`config.mk`:
```
export PLATFORM = sky130hd
export DESIGN_NAME = transformed_point_bounding_box_top
export DESIGN_NICKNAME = d
export VERILOG_FILES = /design/src/rtl/tpbb_pkg.sv /design/src/rtl/transformed_point_bounding_box_top.sv /design/src/rtl/tpbb_fifo.sv /design/src/rtl/tpbb_front.sv /design/src/rtl/tpbb_back.sv
export SDC_FILE = /design/constraint.sdc
export NUM_CORES = 2
export LEC_CHECK = 0
export BUFFER_PORTS_ARGS = -buffer_cell sky130_fd_sc_hd__buf_2
export CORE_MARGIN = 2
export CORE_UTILIZATION = 50
export CTS_CLUSTER_DIAMETER = 60
export DETAILED_ROUTE_END_ITERATION = 8
export GPL_TIMING_DRIVEN = 0
export PLACE_DENSITY = 0.69
export SYNTH_ARGS = -nofsm -noshare
export SYNTH_HDL_FRONTEND = slang
export SYNTH_SLANG_ARGS = --single-unit
```
`constraint.sdc`:
```
create_clock -name i_clk -period 28.2 [get_ports i_clk]
set_input_delay 2.82 -clock i_clk [delete_from_list [all_inputs] [get_ports i_clk]]
set_output_delay 2.82 -clock i_clk [all_outputs]
set_load 0.01 [all_outputs]
```
`src/rtl/tpbb_pkg.sv`:
```
`default_nettype none

package tpbb_pkg;

    // Fixed-point formats: coordinates Q16.16, coefficients Q2.14 at these widths.
    localparam int COORD_BITS = 32;
    localparam int COEFF_BITS = 16;
    localparam int COEFF_FRAC = COEFF_BITS - 2;
    localparam int N_AXES     = 3;

    // Configuration port geometry.
    localparam int CFG_DATA_BITS = 64;
    localparam int CFG_IDX_BITS  = 3;

    // Configuration register indexes.
    localparam logic [CFG_IDX_BITS-1:0] CFG_ROW_X = 3'd0;
    localparam logic [CFG_IDX_BITS-1:0] CFG_ROW_Y = 3'd1;
    localparam logic [CFG_IDX_BITS-1:0] CFG_ROW_Z = 3'd2;
    localparam logic [CFG_IDX_BITS-1:0] CFG_OFS_X = 3'd3;
    localparam logic [CFG_IDX_BITS-1:0] CFG_OFS_Y = 3'd4;
    localparam logic [CFG_IDX_BITS-1:0] CFG_OFS_Z = 3'd5;

    // One input word: a point and the end-of-set flag.
    typedef struct packed {
        logic signed [COORD_BITS-1:0] point_x;
        logic signed [COORD_BITS-1:0] point_y;
        logic signed [COORD_BITS-1:0] point_z;
        logic                         last_point;
    } t_point;

    // A box: per-axis bounds. Used for the running box and for the result word.
    typedef struct packed {
        logic signed [COORD_BITS-1:0] min_x;
        logic signed [COORD_BITS-1:0] max_x;
        logic signed [COORD_BITS-1:0] min_y;
        logic signed [COORD_BITS-1:0] max_y;
        logic signed [COORD_BITS-1:0] min_z;
        logic signed [COORD_BITS-1:0] max_z;
    } t_box;

    // One row of the linear part; element k multiplies input axis k.
    typedef logic [N_AXES-1:0][COEFF_BITS-1:0] t_coef_row;

    localparam int ROW_BITS = $bits(t_coef_row);

    // The whole transform as seen by the back end.
    typedef struct packed {
        t_coef_row [N_AXES-1:0]                 rows;
        logic      [N_AXES-1:0][COORD_BITS-1:0] offs;
    } t_xform;

endpackage

`default_nettype wire

```
`src/rtl/transformed_point_bounding_box_top.sv`:
```
// Transformed bounding box of a point set. Points (Q16.16) arrive one word per cycle with a
// flag on the last point of each set; the front end keeps a running per-axis minimum and
// maximum and takes a new point every cycle while the two-entry box queue has room. Each
// closed box goes to the back end, which maps it through the configured affine transform
// (Q2.14 coefficients plus offset) with a single shared multiplier: three multiply and
// accumulate steps plus one finish step per output, six outputs. The result word is
// registered and held until taken. Per box the back end takes the box, runs the transform
// and hands the result word over; it takes no new box until the result word is taken.
// Short sets are limited by the back end; longer ones run at one point per cycle while the
// queue has room. Configuration registers are written through the cfg port, which is
// always ready; write them only while the block is idle. Stall on the point input rises
// while the queue is full.
`default_nettype none

module transformed_point_bounding_box_top
    import tpbb_pkg::*;
(
    input  wire logic                     i_clk,
    input  wire logic                     i_rst_n,
    input  wire logic                     i_in_valid,
    output logic                          o_in_stall,
    input  wire t_point                   i_point,
    output logic                          o_out_valid,
    input  wire logic                     i_out_stall,
    output t_box                          o_box,
    input  wire logic                     i_cfg_valid,
    output logic                          o_cfg_ready,
    input  wire logic [CFG_IDX_BITS-1:0]  i_cfg_index,
    input  wire logic [CFG_DATA_BITS-1:0] i_cfg_data
);

    localparam logic [COEFF_BITS-1:0] COEFF_ONE = COEFF_BITS'(1) << COEFF_FRAC;
    localparam int Q_DEPTH = 2;

    // Identity rows: 1.0 on the row's own axis, zero elsewhere.
    localparam t_coef_row ROW_X_ONE = t_coef_row'({{(2*COEFF_BITS){1'b0}}, COEFF_ONE});
    localparam t_coef_row ROW_Y_ONE =
        t_coef_row'({{COEFF_BITS{1'b0}}, COEFF_ONE, {COEFF_BITS{1'b0}}});
    localparam t_coef_row ROW_Z_ONE = t_coef_row'({COEFF_ONE, {(2*COEFF_BITS){1'b0}}});
    localparam t_xform XFORM_RESET =
        t_xform'({ROW_Z_ONE, ROW_Y_ONE, ROW_X_ONE, {(N_AXES*COORD_BITS){1'b0}}});

    t_xform              r_xform;
    logic [ROW_BITS-1:0] w_row_wdata;
    logic                w_cfg_we;
    logic                w_q_full;
    logic                w_push;
    t_box                w_push_box;
    logic                w_q_avail;
    logic                w_pop;
    t_box                w_head;

    assign o_cfg_ready = 1'b1;
    assign w_cfg_we    = i_cfg_valid && o_cfg_ready;

    // Coefficient bits past the data port read as zero.
    generate
        if (ROW_BITS <= CFG_DATA_BITS) begin : g_row_narrow
            assign w_row_wdata = i_cfg_data[ROW_BITS-1:0];
        end else begin : g_row_wide
            assign w_row_wdata = {{(ROW_BITS-CFG_DATA_BITS){1'b0}}, i_cfg_data};
        end
    endgenerate

    // Configuration registers; reset gives the identity transform.
    always_ff @(posedge i_clk) begin
        if (!i_rst_n) begin
            r_xform <= XFORM_RESET;
        end else if (w_cfg_we) begin
            unique case (i_cfg_index)
                CFG_ROW_X: r_xform.rows[0] <= t_coef_row'(w_row_wdata);
                CFG_ROW_Y: r_xform.rows[1] <= t_coef_row'(w_row_wdata);
                CFG_ROW_Z: r_xform.rows[2] <= t_coef_row'(w_row_wdata);
                CFG_OFS_X: r_xform.offs[0] <= i_cfg_data[COORD_BITS-1:0];
                CFG_OFS_Y: r_xform.offs[1] <= i_cfg_data[COORD_BITS-1:0];
                CFG_OFS_Z: r_xform.offs[2] <= i_cfg_data[COORD_BITS-1:0];
                default: begin
                end
            endcase
        end
    end

    // Point intake and running bounds.
    tpbb_front u_front (
        .i_clk      (i_clk),
        .i_rst_n    (i_rst_n),
        .i_in_valid (i_in_valid),
        .o_in_stall (o_in_stall),
        .i_point    (i_point),
        .i_q_full   (w_q_full),
        .o_push     (w_push),
        .o_box      (w_push_box)
    );

    // Closed boxes waiting for the transform.
    tpbb_fifo #(
        .WIDTH ($bits(t_box)),
        .DEPTH (Q_DEPTH)
    ) u_queue (
        .i_clk   (i_clk),
        .i_rst_n (i_rst_n),
        .i_push  (w_push),
        .i_data  (w_push_box),
        .o_full  (w_q_full),
        .i_pop   (w_pop),
        .o_avail (w_q_avail),
        .o_data  (w_head)
    );

    // Transform of the box corners and the result word register.
    tpbb_back u_back (
        .i_clk       (i_clk),
        .i_rst_n     (i_rst_n),
        .i_xform     (r_xform),
        .i_avail     (w_q_avail),
        .i_head      (w_head),
        .o_pop       (w_pop),
        .o_out_valid (o_out_valid),
        .i_out_stall (i_out_stall),
        .o_box       (o_box)
    );

endmodule

`default_nettype wire

```
`src/rtl/tpbb_fifo.sv`:
```
`default_nettype none

module tpbb_fifo #(
    parameter int WIDTH = 8,
    parameter int DEPTH = 2
) (
    input  wire logic             i_clk,
    input  wire logic             i_rst_n,
    input  wire logic             i_push,
    input  wire logic [WIDTH-1:0] i_data,
    output logic                  o_full,
    input  wire logic             i_pop,
    output logic                  o_avail,
    output logic      [WIDTH-1:0] o_data
);

    localparam int PTR_BITS = $clog2(DEPTH);
    localparam int CNT_BITS = $clog2(DEPTH + 1);
    localparam logic [PTR_BITS-1:0] PTR_LAST = PTR_BITS'(DEPTH - 1);

    logic [WIDTH-1:0]    r_mem [DEPTH];
    logic [PTR_BITS-1:0] r_wr;
    logic [PTR_BITS-1:0] r_rd;
    logic [CNT_BITS-1:0] r_cnt;

    assign o_full  = (r_cnt == CNT_BITS'(DEPTH));
    assign o_avail = (r_cnt != '0);
    assign o_data  = r_mem[r_rd];

    // Storage is written only on a push; it needs no reset.
    always_ff @(posedge i_clk) begin
        if (i_push) begin
            r_mem[r_wr] <= i_data;
        end
    end

    // Pointers and fill count.
    always_ff @(posedge i_clk) begin
        if (!i_rst_n) begin
            r_wr  <= '0;
            r_rd  <= '0;
            r_cnt <= '0;
        end else begin
            if (i_push) begin
                r_wr <= (r_wr == PTR_LAST) ? '0 : r_wr + 1'b1;
            end
            if (i_pop) begin
                r_rd <= (r_rd == PTR_LAST) ? '0 : r_rd + 1'b1;
            end
            if (i_push && !i_pop) begin
                r_cnt <= r_cnt + 1'b1;
            end else if (i_pop && !i_push) begin
                r_cnt <= r_cnt - 1'b1;
            end
        end
    end

    a_no_overflow: assert property (@(posedge i_clk) disable iff (!i_rst_n)
        o_full |=> (r_cnt != '0))
        else $error("queue count lost while full");

    a_no_underflow: assert property (@(posedge i_clk) disable iff (!i_rst_n)
        (!o_avail && !i_push) |=> !o_avail)
        else $error("queue became non-empty without a push");

    a_count_tracks: assert property (@(posedge i_clk) disable iff (!i_rst_n)
        (i_push && !i_pop && !o_full) |=> (r_cnt == $past(r_cnt) + 1'b1))
        else $error("queue count did not follow a push");

endmodule

`default_nettype wire

```
`src/rtl/tpbb_front.sv`:
```
`default_nettype none

module tpbb_front
    import tpbb_pkg::*;
(
    input  wire logic   i_clk,
    input  wire logic   i_rst_n,
    input  wire logic   i_in_valid,
    output logic        o_in_stall,
    input  wire t_point i_point,
    input  wire logic   i_q_full,
    output logic        o_push,
    output t_box        o_box
);

    logic r_open;
    t_box r_bnd;
    t_box n_bnd;
    logic w_take;

    assign o_in_stall = i_q_full;
    assign w_take     = i_in_valid && !i_q_full;

    // The first point of a set seeds the bounds; later points widen them.
    always_comb begin
        if (!r_open) begin
            n_bnd.min_x = i_point.point_x;
            n_bnd.max_x = i_point.point_x;
            n_bnd.min_y = i_point.point_y;
            n_bnd.max_y = i_point.point_y;
            n_bnd.min_z = i_point.point_z;
            n_bnd.max_z = i_point.point_z;
        end else begin
            n_bnd.min_x = (i_point.point_x < r_bnd.min_x) ? i_point.point_x : r_bnd.min_x;
            n_bnd.max_x = (i_point.point_x > r_bnd.max_x) ? i_point.point_x : r_bnd.max_x;
            n_bnd.min_y = (i_point.point_y < r_bnd.min_y) ? i_point.point_y : r_bnd.min_y;
            n_bnd.max_y = (i_point.point_y > r_bnd.max_y) ? i_point.point_y : r_bnd.max_y;
            n_bnd.min_z = (i_point.point_z < r_bnd.min_z) ? i_point.point_z : r_bnd.min_z;
            n_bnd.max_z = (i_point.point_z > r_bnd.max_z) ? i_point.point_z : r_bnd.max_z;
        end
    end

    // A closing point hands the finished box to the queue.
    assign o_push = w_take && i_point.last_point;
    assign o_box  = n_bnd;

    always_ff @(posedge i_clk) begin
        if (!i_rst_n) begin
            r_open <= 1'b0;
        end else if (w_take) begin
            r_open <= !i_point.last_point;
        end
    end

    always_ff @(posedge i_clk) begin
        if (w_take) begin
            r_bnd <= n_bnd;
        end
    end

    a_open_after_inner: assert property (@(posedge i_clk) disable iff (!i_rst_n)
        (w_take && !i_point.last_point) |=> r_open)
        else $error("set not marked open after an inner point");

    a_closed_after_last: assert property (@(posedge i_clk) disable iff (!i_rst_n)
        o_push |=> !r_open)
        else $error("set still open after its last point");

    a_box_ordered: assert property (@(posedge i_clk) disable iff (!i_rst_n)
        r_open |-> (r_bnd.min_x <= r_bnd.max_x) && (r_bnd.min_y <= r_bnd.max_y)
                   && (r_bnd.min_z <= r_bnd.max_z))
        else $error("running box has min above max");

endmodule

`default_nettype wire

```
`src/rtl/tpbb_back.sv`:
```
`default_nettype none

module tpbb_back
    import tpbb_pkg::*;
(
    input  wire logic   i_clk,
    input  wire logic   i_rst_n,
    input  wire t_xform i_xform,
    input  wire logic   i_avail,
    input  wire t_box   i_head,
    output logic        o_pop,
    output logic        o_out_valid,
    input  wire logic   i_out_stall,
    output t_box        o_box
);

    localparam int PROD_BITS = COORD_BITS + COEFF_BITS;
    localparam int ACC_BITS  = PROD_BITS + 2;
    localparam int SUM_BITS  = ACC_BITS + 1;
    localparam logic [2:0] LAST_OUT  = 3'd5;
    localparam logic [1:0] LAST_TERM = 2'd2;
    localparam logic signed [SUM_BITS-1:0] SAT_HI =
        {{(SUM_BITS-COORD_BITS+1){1'b0}}, {(COORD_BITS-1){1'b1}}};
    localparam logic signed [SUM_BITS-1:0] SAT_LO =
        {{(SUM_BITS-COORD_BITS+1){1'b1}}, {(COORD_BITS-1){1'b0}}};

    typedef enum logic [2:0] {
        S_IDLE,
        S_MUL,
        S_ACC,
        S_FIN,
        S_OUT
    } t_state;

    t_state                       r_state;
    t_box                         r_box;
    t_box                         r_res;
    logic [2:0]                   r_j;
    logic [1:0]                   r_k;
    logic signed [PROD_BITS-1:0]  r_prod;
    logic signed [ACC_BITS-1:0]   r_acc;
    logic                         r_out_valid;

    logic [1:0]                   w_row;
    logic                         w_want_max;
    logic signed [COEFF_BITS-1:0] w_coef;
    logic signed [COORD_BITS-1:0] w_lo;
    logic signed [COORD_BITS-1:0] w_hi;
    logic signed [COORD_BITS-1:0] w_bnd;
    logic signed [PROD_BITS-1:0]  n_prod;
    logic signed [ACC_BITS-1:0]   w_sh;
    logic signed [SUM_BITS-1:0]   w_sum;
    logic signed [COORD_BITS-1:0] w_ofs;
    logic signed [COORD_BITS-1:0] w_sat;

    // Output j: row j/2, minimum on even j and maximum on odd j.
    assign w_row      = r_j[2:1];
    assign w_want_max = r_j[0];
    assign w_coef     = $signed(i_xform.rows[w_row][r_k]);
    assign w_ofs      = $signed(i_xform.offs[w_row]);

    // Bounds of the input axis for the current term.
    always_comb begin
        unique case (r_k)
            2'd0: begin
                w_lo = r_box.min_x;
                w_hi = r_box.max_x;
            end
            2'd1: begin
                w_lo = r_box.min_y;
                w_hi = r_box.max_y;
            end
            default: begin
                w_lo = r_box.min_z;
                w_hi = r_box.max_z;
            end
        endcase
    end

    // The coefficient sign picks the bound that pushes the sum the wanted way.
    assign w_bnd  = (w_want_max ^ w_coef[COEFF_BITS-1]) ? w_hi : w_lo;
    assign n_prod = w_coef * w_bnd;

    // Floor the exact sum, add the offset, then clamp to the coordinate range.
    assign w_sh  = r_acc >>> COEFF_FRAC;
    assign w_sum = $signed({w_sh[ACC_BITS-1], w_sh})
                 + $signed({{(SUM_BITS-COORD_BITS){w_ofs[COORD_BITS-1]}}, w_ofs});

    always_comb begin
        if (w_sum > SAT_HI) begin
            w_sat = SAT_HI[COORD_BITS-1:0];
        end else if (w_sum < SAT_LO) begin
            w_sat = SAT_LO[COORD_BITS-1:0];
        end else begin
            w_sat = w_sum[COORD_BITS-1:0];
        end
    end

    assign o_pop       = (r_state == S_IDLE) && i_avail;
    assign o_out_valid = r_out_valid;
    assign o_box       = r_res;

    // Sequencer: three multiply-accumulate steps and one finish step per output.
    always_ff @(posedge i_clk) begin
        if (!i_rst_n) begin
            r_state     <= S_IDLE;
            r_j         <= '0;
            r_k         <= '0;
            r_out_valid <= 1'b0;
        end else begin
            unique case (r_state)
                S_IDLE: begin
                    if (i_avail) begin
                        r_j     <= '0;
                        r_k     <= '0;
                        r_state <= S_MUL;
                    end
                end
                S_MUL: begin
                    r_state <= S_ACC;
                end
                S_ACC: begin
                    if (r_k == LAST_TERM) begin
                        r_k     <= '0;
                        r_state <= S_FIN;
                    end else begin
                        r_k     <= r_k + 1'b1;
                        r_state <= S_MUL;
                    end
                end
                S_FIN: begin
                    if (r_j == LAST_OUT) begin
                        r_out_valid <= 1'b1;
                        r_state     <= S_OUT;
                    end else begin
                        r_j     <= r_j + 1'b1;
                        r_state <= S_MUL;
                    end
                end
                S_OUT: begin
                    if (!i_out_stall) begin
                        r_out_valid <= 1'b0;
                        r_state     <= S_IDLE;
                    end
                end
                default: begin
                    r_state <= S_IDLE;
                end
            endcase
        end
    end

    // Datapath registers.
    always_ff @(posedge i_clk) begin
        if (o_pop) begin
            r_box <= i_head;
            r_acc <= '0;
        end
        if (r_state == S_MUL) begin
            r_prod <= n_prod;
        end
        if (r_state == S_ACC) begin
            r_acc <= r_acc + $signed({{(ACC_BITS-PROD_BITS){r_prod[PROD_BITS-1]}}, r_prod});
        end
        if (r_state == S_FIN) begin
            r_acc <= '0;
            unique case (r_j)
                3'd0:    r_res.min_x <= w_sat;
                3'd1:    r_res.max_x <= w_sat;
                3'd2:    r_res.min_y <= w_sat;
                3'd3:    r_res.max_y <= w_sat;
                3'd4:    r_res.min_z <= w_sat;
                default: r_res.max_z <= w_sat;
            endcase
        end
    end

    a_pop_starts: assert property (@(posedge i_clk) disable iff (!i_rst_n)
        o_pop |=> (r_state == S_MUL) && (r_j == '0) && (r_k == '0))
        else $error("box taken without starting the transform");

    a_valid_only_out: assert property (@(posedge i_clk) disable iff (!i_rst_n)
        r_out_valid |-> (r_state == S_OUT))
        else $error("result shown outside the output state");

    a_fin_after_terms: assert property (@(posedge i_clk) disable iff (!i_rst_n)
        (r_state == S_FIN) |-> (r_k == '0) && ($past(r_state) == S_ACC))
        else $error("finish step reached without all terms");

    a_out_index: assert property (@(posedge i_clk) disable iff (!i_rst_n)
        r_j <= LAST_OUT)
        else $error("output index out of range");

endmodule

`default_nettype wire
```
Word-level counts from Yosys, hierarchy flattened
Memory sizes are Yosys's and may differ from the RTL's. A register that Yosys moved wholly into a read port is not among the register bits.
Index checks and enable logic that the tools add are counted.
{"block": "word_totals", "ff_bits": 736, "ram_bits": 384, "output_inout_bits": 195, "wordCells": 153, "mem_count": 1}
{"memory": "u_queue.r_mem", "depth": 2, "word_bits": 192, "read_ports": 1, "rd_ports_with_merged_regs": 1, "write_ports": 1, "line": "tpbb_fifo.sv:21", "rtl": "logic [WIDTH-1:0] r_mem [DEPTH];"}
{"block": "op_classes", "n_addsub": 8, "multipliers": 1, "magnitude_cmp": 10, "n_eq_ne": 21, "mux": 40, "bitwise_logic": 2, "n_reduce_logical": 36}
{"op": "two-way mux 32 bit", "count": 10}
{"op": "two-way mux 192 bit", "count": 1}
{"op": "one-hot mux 32 bit (2 select lines)", "count": 2}
{"op": "two-way mux 50 bit", "count": 2}
{"op": "binary-select mux 48 bit (select 2 bit)", "count": 1}
{"op": "> comparator 32 bit", "count": 3}
{"op": "less-than comparator 32 bit", "count": 3}
{"op": "binary-select mux 32 bit (select 2 bit)", "count": 1}
{"op": "> comparator 51 x 32 -> 1 bit (second input constant)", "count": 1}
{"op": "less-than comparator 51 x 32 -> 1 bit (second input constant)", "count": 1}
{"op": "adder 50 x 48 -> 50 bit", "count": 1}
{"op": "multiplier 16 x 32 -> 48 bit", "count": 1}
{"op": "two-way mux 48 bit", "count": 1}
{"op": "adder 36 x 32 -> 37 bit", "count": 1}
{"op": "binary-select mux 16 bit (select 2 bit)", "count": 1}
{"op": "AND reduction 2 bit", "count": 14}
{"op": "== test 3 x 2 -> 1 bit (second input constant)", "count": 6}
{"op": "two-way mux 16 bit", "count": 1}
{"op": "== test 3 bit (second input constant)", "count": 5}
{"op": "two-way mux 3 bit", "count": 5}
{"op": "one-hot mux 3 bit (5 select lines)", "count": 1}
{"op": "nonzero test 2 bit", "count": 6}
{"op": "two-way mux 2 bit", "count": 5}
{"op": "== test 3 x 1 -> 1 bit (second input constant)", "count": 3}
{"op": "other kinds (21)", "count": 42}

Logic depth before layout (Yosys ltp)
{"block": "logic_depth", "ltp_word": 8, "depth_mapped": 36}

Hierarchy
Synthesis repeated with hierarchy kept, for this count alone.
{"block": "unflattened", "cells_unflattened": 7171, "area_unflattened_um2": 80683.6}
{"mod": "tpbb_back", "n_inst": 1, "cells_per_inst": 3900, "area_each_um2": 41178.2, "seq_area_each_um2": 14153.6}
{"mod": "tpbb_front", "n_inst": 1, "cells_per_inst": 1813, "area_each_um2": 16671.0, "seq_area_each_um2": 5785.5}
{"mod": "tpbb_fifo", "n_inst": 1, "cells_per_inst": 619, "area_each_um2": 14142.3, "seq_area_each_um2": 11631.2}
{"mod": "transformed_point_bounding_box_top", "n_inst": 1, "cells_per_inst": 839, "area_each_um2": 8692.1, "seq_area_each_um2": 4804.6}

Least setup slack after synthesis
OpenSTA, ideal clock, no wires.
{"block": "synth_timing", "path_type": "input port to flip-flop", "from": "input port i_in_valid", "to": "register u_queue.r_wr", "setup_ns": 0.095, "t_arrival_ns": 16.717, "required_ns": 28.105, "setup_slack_ns": 11.387, "cell_stages": 4, "cell_sequence": "and2_1 > nand2_1 > nor2_1 > o21a_1"}
{"block": "synth_between", "elab_chain_len": 2}
{"element": "from (decl)", "line": "transformed_point_bounding_box_top.sv:20", "rtl": "input wire logic i_in_valid,"}
{"element": "logical AND 1 bit", "line": "tpbb_front.sv:22", "rtl": "assign w_take = i_in_valid && !i_q_full;"}
{"element": "logical AND 1 bit", "line": "tpbb_front.sv:44", "rtl": "assign o_push = w_take && i_point.last_point;"}
{"element": "to (signal assigned)", "line": "tpbb_fifo.sv:45", "rtl": "r_wr <= (r_wr == PTR_LAST) ? '0 : r_wr + 1'b1;"}
{"element": "to (decl)", "line": "tpbb_fifo.sv:22", "rtl": "logic [PTR_BITS-1:0] r_wr;"}
Every way passes these cells.
A chain may end at the register's enable or synchronous reset.

Worst setup path after layout
{"block": "layout_timing", "from": "register u_back.r_k[0]", "to": "register u_back.r_prod[46], data pin"}
{"block": "layout_between", "elab_chain_len": 5, "elab_cells_between_ends": 9, "classes_between": "mul: 1; eq/ne: 1; mux: 5; bitwise: 1; reduce/logical: 1"}
{"element": "from (decl)", "line": "tpbb_back.sv:39", "rtl": "logic [1:0] r_k;"}
{"element": "from (signal assigned)", "line": "tpbb_back.sv:127", "rtl": "r_k <= r_k + 1'b1;"}
{"element": "binary-select mux 16 bit (select 2 bit)", "line": "tpbb_back.sv:59", "rtl": "assign w_coef = $signed(i_xform.rows[w_row][r_k]);"}
{"element": "two-way mux 16 bit (implied by the code)", "line": "tpbb_back.sv:59"}
{"element": "XOR 1 bit", "line": "tpbb_back.sv:81", "rtl": "assign w_bnd = (w_want_max ^ w_coef[COEFF_BITS-1]) ? w_hi : w_lo;"}
{"element": "two-way mux 32 bit", "line": "tpbb_back.sv:81"}
{"element": "multiplier 16 x 32 -> 48 bit (*)", "line": "tpbb_back.sv:82", "rtl": "assign n_prod = w_coef * w_bnd;"}
{"element": "via u_back.n_prod[46]", "line": "tpbb_back.sv:50", "rtl": "logic signed [PROD_BITS-1:0] n_prod;"}
{"element": "to (signal assigned)", "line": "tpbb_back.sv:160", "rtl": "r_prod <= n_prod;"}
{"element": "to (decl)", "line": "tpbb_back.sv:40", "rtl": "logic signed [PROD_BITS-1:0] r_prod;"}
Mark *: on every way through the listed nets, which the timed path passes. The rest lies on a longest branch. The select of a mux whose other input is x is not followed.

==> results.md <==
- Hpwl dp: between 150 and 200 mm
- Final hold viol count: 0
- Syn nets: between 7k and 8k
- Setup bufs post-CTS: 0
- Num rows: about 140
- Worst Reg-to-Reg Cells: 30
- Seq/Total Area, Yosys: ~47%
- CTS Buf Count: between 100 and 150
- # clock sinks: roughly 1.3k
- Required time worst endpoint: 28,690 ps
- Routed len/inst: around 23 microns
- Setup-failing EPs final: 0
- # IOs: roughly 360
- Slew margin rel.: -2.24%
- Internal power: just under 6000 uW
- Max_cap viols: 1
- Layout fillers: approximately 13k
- Skew final: 47.9 ps
- Max VDD drop: 0.115 mV
- Remaining global-route overflow: 0
- Total GRT Usage: about 27%
- Initial core utilization: between 50% and 60%
- Place WS: around 17,000 ps
- Total number of vias: 52.6k
- Clock transition at path regs: 60 ps
- EDFF count, synth: 1,008
- Clk root buf: clkbuf_16
- Critical Path Source: u_back.r_k[0]
- Seq cells post-synth: ~1.3k
- PostCTS Resize Cnt: 0
- Final WL: 214 mm
- Max incr delay on CP: ~780 ps
- Setup crit start kind: flop
- RSZ-0062 raised after global routing: no
- Prevailing post-synth register cell: edfxtp_1
- Placer congestion estimate: 0.949
- Final net count: 8,244
- Setup CP Type: reg -> reg
- Crit end category: flop
- F_max: 88.0 MHz
- # hold bufs at CTS: 0
- Clock buffer depth: 3
- Remaining DRCs: 0
- Clock Latency Late Sink: 800 ps
- Final min period: approximately 11,000 ps
- Post-Layout Cell Count: roughly 9.3k
- Slew of the pin with the lowest slew margin: between 1500 and 2000 ps
- Die width: roughly 400 microns
- Htree depth: 4
- Final Cycle Share: between 40% and 50%
- Global-route wire length before repair: ~320 mm
- Router iterations before antenna repair: 7
- Clock network power share: 17.8%
- Critical Path Slowest Stage Cell: o21ai_0
- Status: complete, but fails checks
- TNS Setup: 0 ps
- PwrDens: about 120 nW/um^2
- Via density: around 5.6
- CTS tree: built
- Post-route ant nets: 0
- Critical Path AT: 11,850 ps
- Cell mode on critical path: fa_1
- Hold WS: around 460 ps
- Sequential cell fraction of total power: approximately 29%
- P_sw: around 4300 uW
- Reg-to-reg startpoint: u_back.r_k[0]
- Core area: 152,000 sq um
- Crit path to: u_back.r_prod[46]
- R2R Path End: u_back.r_prod[46]
- R2R setup slack: 16,840 ps
- Final Util: between 50% and 60%
- CP Max Fanout: 10
- Post-synthesis cell area: roughly 77,000 sq um
- Mapped Cells: 6,680
- Async S/R FF share, synth: 0%
- Comb pwr share: roughly 53%
- Syn Area/Cell: 11.5 sq um
- Switch share: around 43%
- Starting DRT DRC Count: 4,456
- Class of the worst hold path: reg -> reg
- Static Leakage: between 0.03 and 0.04 uW
- Synth warnings: 0
- Die ar.: ~160,000 sq um
- Pin count of the biggest net entering global routing: approximately 100
- Share of cells above drive strength 1: 14.2%
- Die H: about 400 microns
- Layout area overhead: 12.2%
- Vias in the first global route: 52.2k
- Slew Viols, Final: 8
- Count of cell types in the netlist: around 80
- Final setup margin: between 15,000 and 20,000 ps
- Failing checks: capacitance limit, slew limit
- Initial antenna violation count: 28
- Count of input and output buffers: between 300 and 400
- Placed cell count: just over 9k
[power by group through the flow]
stage          Combinational (uW)  Sequential, uW  Clock, uW
6_report                     5390            2950       1810
5_1_grt                      6000            2960       1910
4_1_cts                      5370            2940       1840
3_5_place_dp                 5330            2980          0
3_3_place_gp                 5200            3050          0
2_1_floorplan                3780            2920          0
[area by class of cell]
type | count | area [sq um] | share of cell area [%]
antenna | 8 | 20.0 | 0.0232
buffer | 298 | 1240 | 1.43
clock buffer | 175 | 3710 | 4.30
clock inverter | 73 | 836 | 0.969
inverter | 833 | 3130 | 3.63
multi-input combinational | 4237 | 36200 | 42.0
sequential | 1312 | 36400 | 42.1
tap | 2030 | 2540 | 2.94
timing repair buffer | 372 | 2220 | 2.58
[stage by stage]
step                      cell area (sq um)  power [uW]
after floorplan                       76900        6700
after global placement                81200        8250
after detailed placement              81700        8310
after CTS                             86300       10200
after global routing                  86300       10900
final                                 86300       10100
[how the worst min path moves through the flow]
| stage | startpoint | end | cells after the start |
|---|---|---|---|
| after global routing | r_xform[220] | r_xform[220] | 2 |
| after CTS | r_xform[173] | r_xform[173] | 2 |
| after floorplan | u_back.r_acc[11] | u_back.r_acc[11] | 2 |
| after global placement | u_back.r_acc[2] | u_back.r_acc[2] | 2 |
| after detailed placement | u_back.r_acc[2] | u_back.r_acc[2] | 2 |
| final | u_back.r_acc[2] | u_back.r_acc[2] | 2 |
[worst max-delay path: cells and delay by family, from the launching register on]
family | cells | cell delay (ps)
fa+ha+maj | 7 | 3510
buf+inv | 10 | 3540
xor+xnor | 1 | 100
flops | 1 | 300
compound gates | 7 | 2520
simple gates | 5 | 1050
[kinds of logic after synthesis]
family | synth area share [%]
other | 0.00488
xor gates and xnor gates | 1.55
and+or+nand+nor | 8.64
muxes | 7.71
AOI/OAI and AO/OA | 10.0
buffers and inverters | 5.67
DFF | 47.3
adders and majority gates | 19.1
[routing by layer]
layer | track usage [%] | up-vias | share of wire (%)
li1 | - | 24000 | -
met1 | 36.2 | 26000 | 41
met2 | 43.9 | 2223 | 47
met3 | 4.98 | 423 | 8.1
met4 | 11.1 | 20 | 4.2
met5 | 0 | - | 0.060
[registers in the layout (all words and copies together) (netlist names), 2 cells and up]
| signal | count |
|---|---|
| u_back.r_acc | 50 |
| u_back.o_box | 192 |
| u_queue.r_cnt | 2 |
| u_back.r_prod | 48 |
| u_queue.r_mem | 384 |
| u_back.r_j | 3 |
| u_front.r_bnd | 192 |
| u_back.r_k | 2 |
| u_back.r_state | 3 |
| u_back.r_box | 192 |
| r_xform | 240 |
[cells in the mapped netlist (34+ instances only)]
cell	n	area share, %
a32o_1	34	0.44
nand3_1	57	0.37
nor2b_1	41	0.33
nand4_1	55	0.45
inv_1	833	4.1
a21oi_1	199	1.3
dfxtp_1	304	7.9
a21boi_0	246	2.4
o21ai_0	185	1.2
ha_1	394	6.4
nand2_1	948	4.6
xnor2_1	88	1.0
a21o_1	184	1.8
xor2_1	45	0.51
clkbuf_1	229	1.1
nor2_1	369	1.8
a221oi_1	35	0.40
edfxtp_1	1008	39
fa_1	488	13
mux2_2	291	4.3
mux2i_1	148	1.9
[cells in the final DEF (no fill, tap or decap), types with 184 or more instances in the layout]
| cell type | instances |
|---|---|
| a21boi_0 | 246 |
| a21o_1 | 184 |
| a21oi_1 | 199 |
| buf_2 | 376 |
| clkbuf_1 | 256 |
| dfxtp_1 | 304 |
| edfxtp_1 | 1008 |
| fa_1 | 488 |
| ha_1 | 394 |
| inv_1 | 832 |
| mux2_2 | 291 |
| nand2_1 | 948 |
| nor2_1 | 367 |
| o21ai_0 | 185 |
No activity file was read; power rests on OpenSTA's default activity.
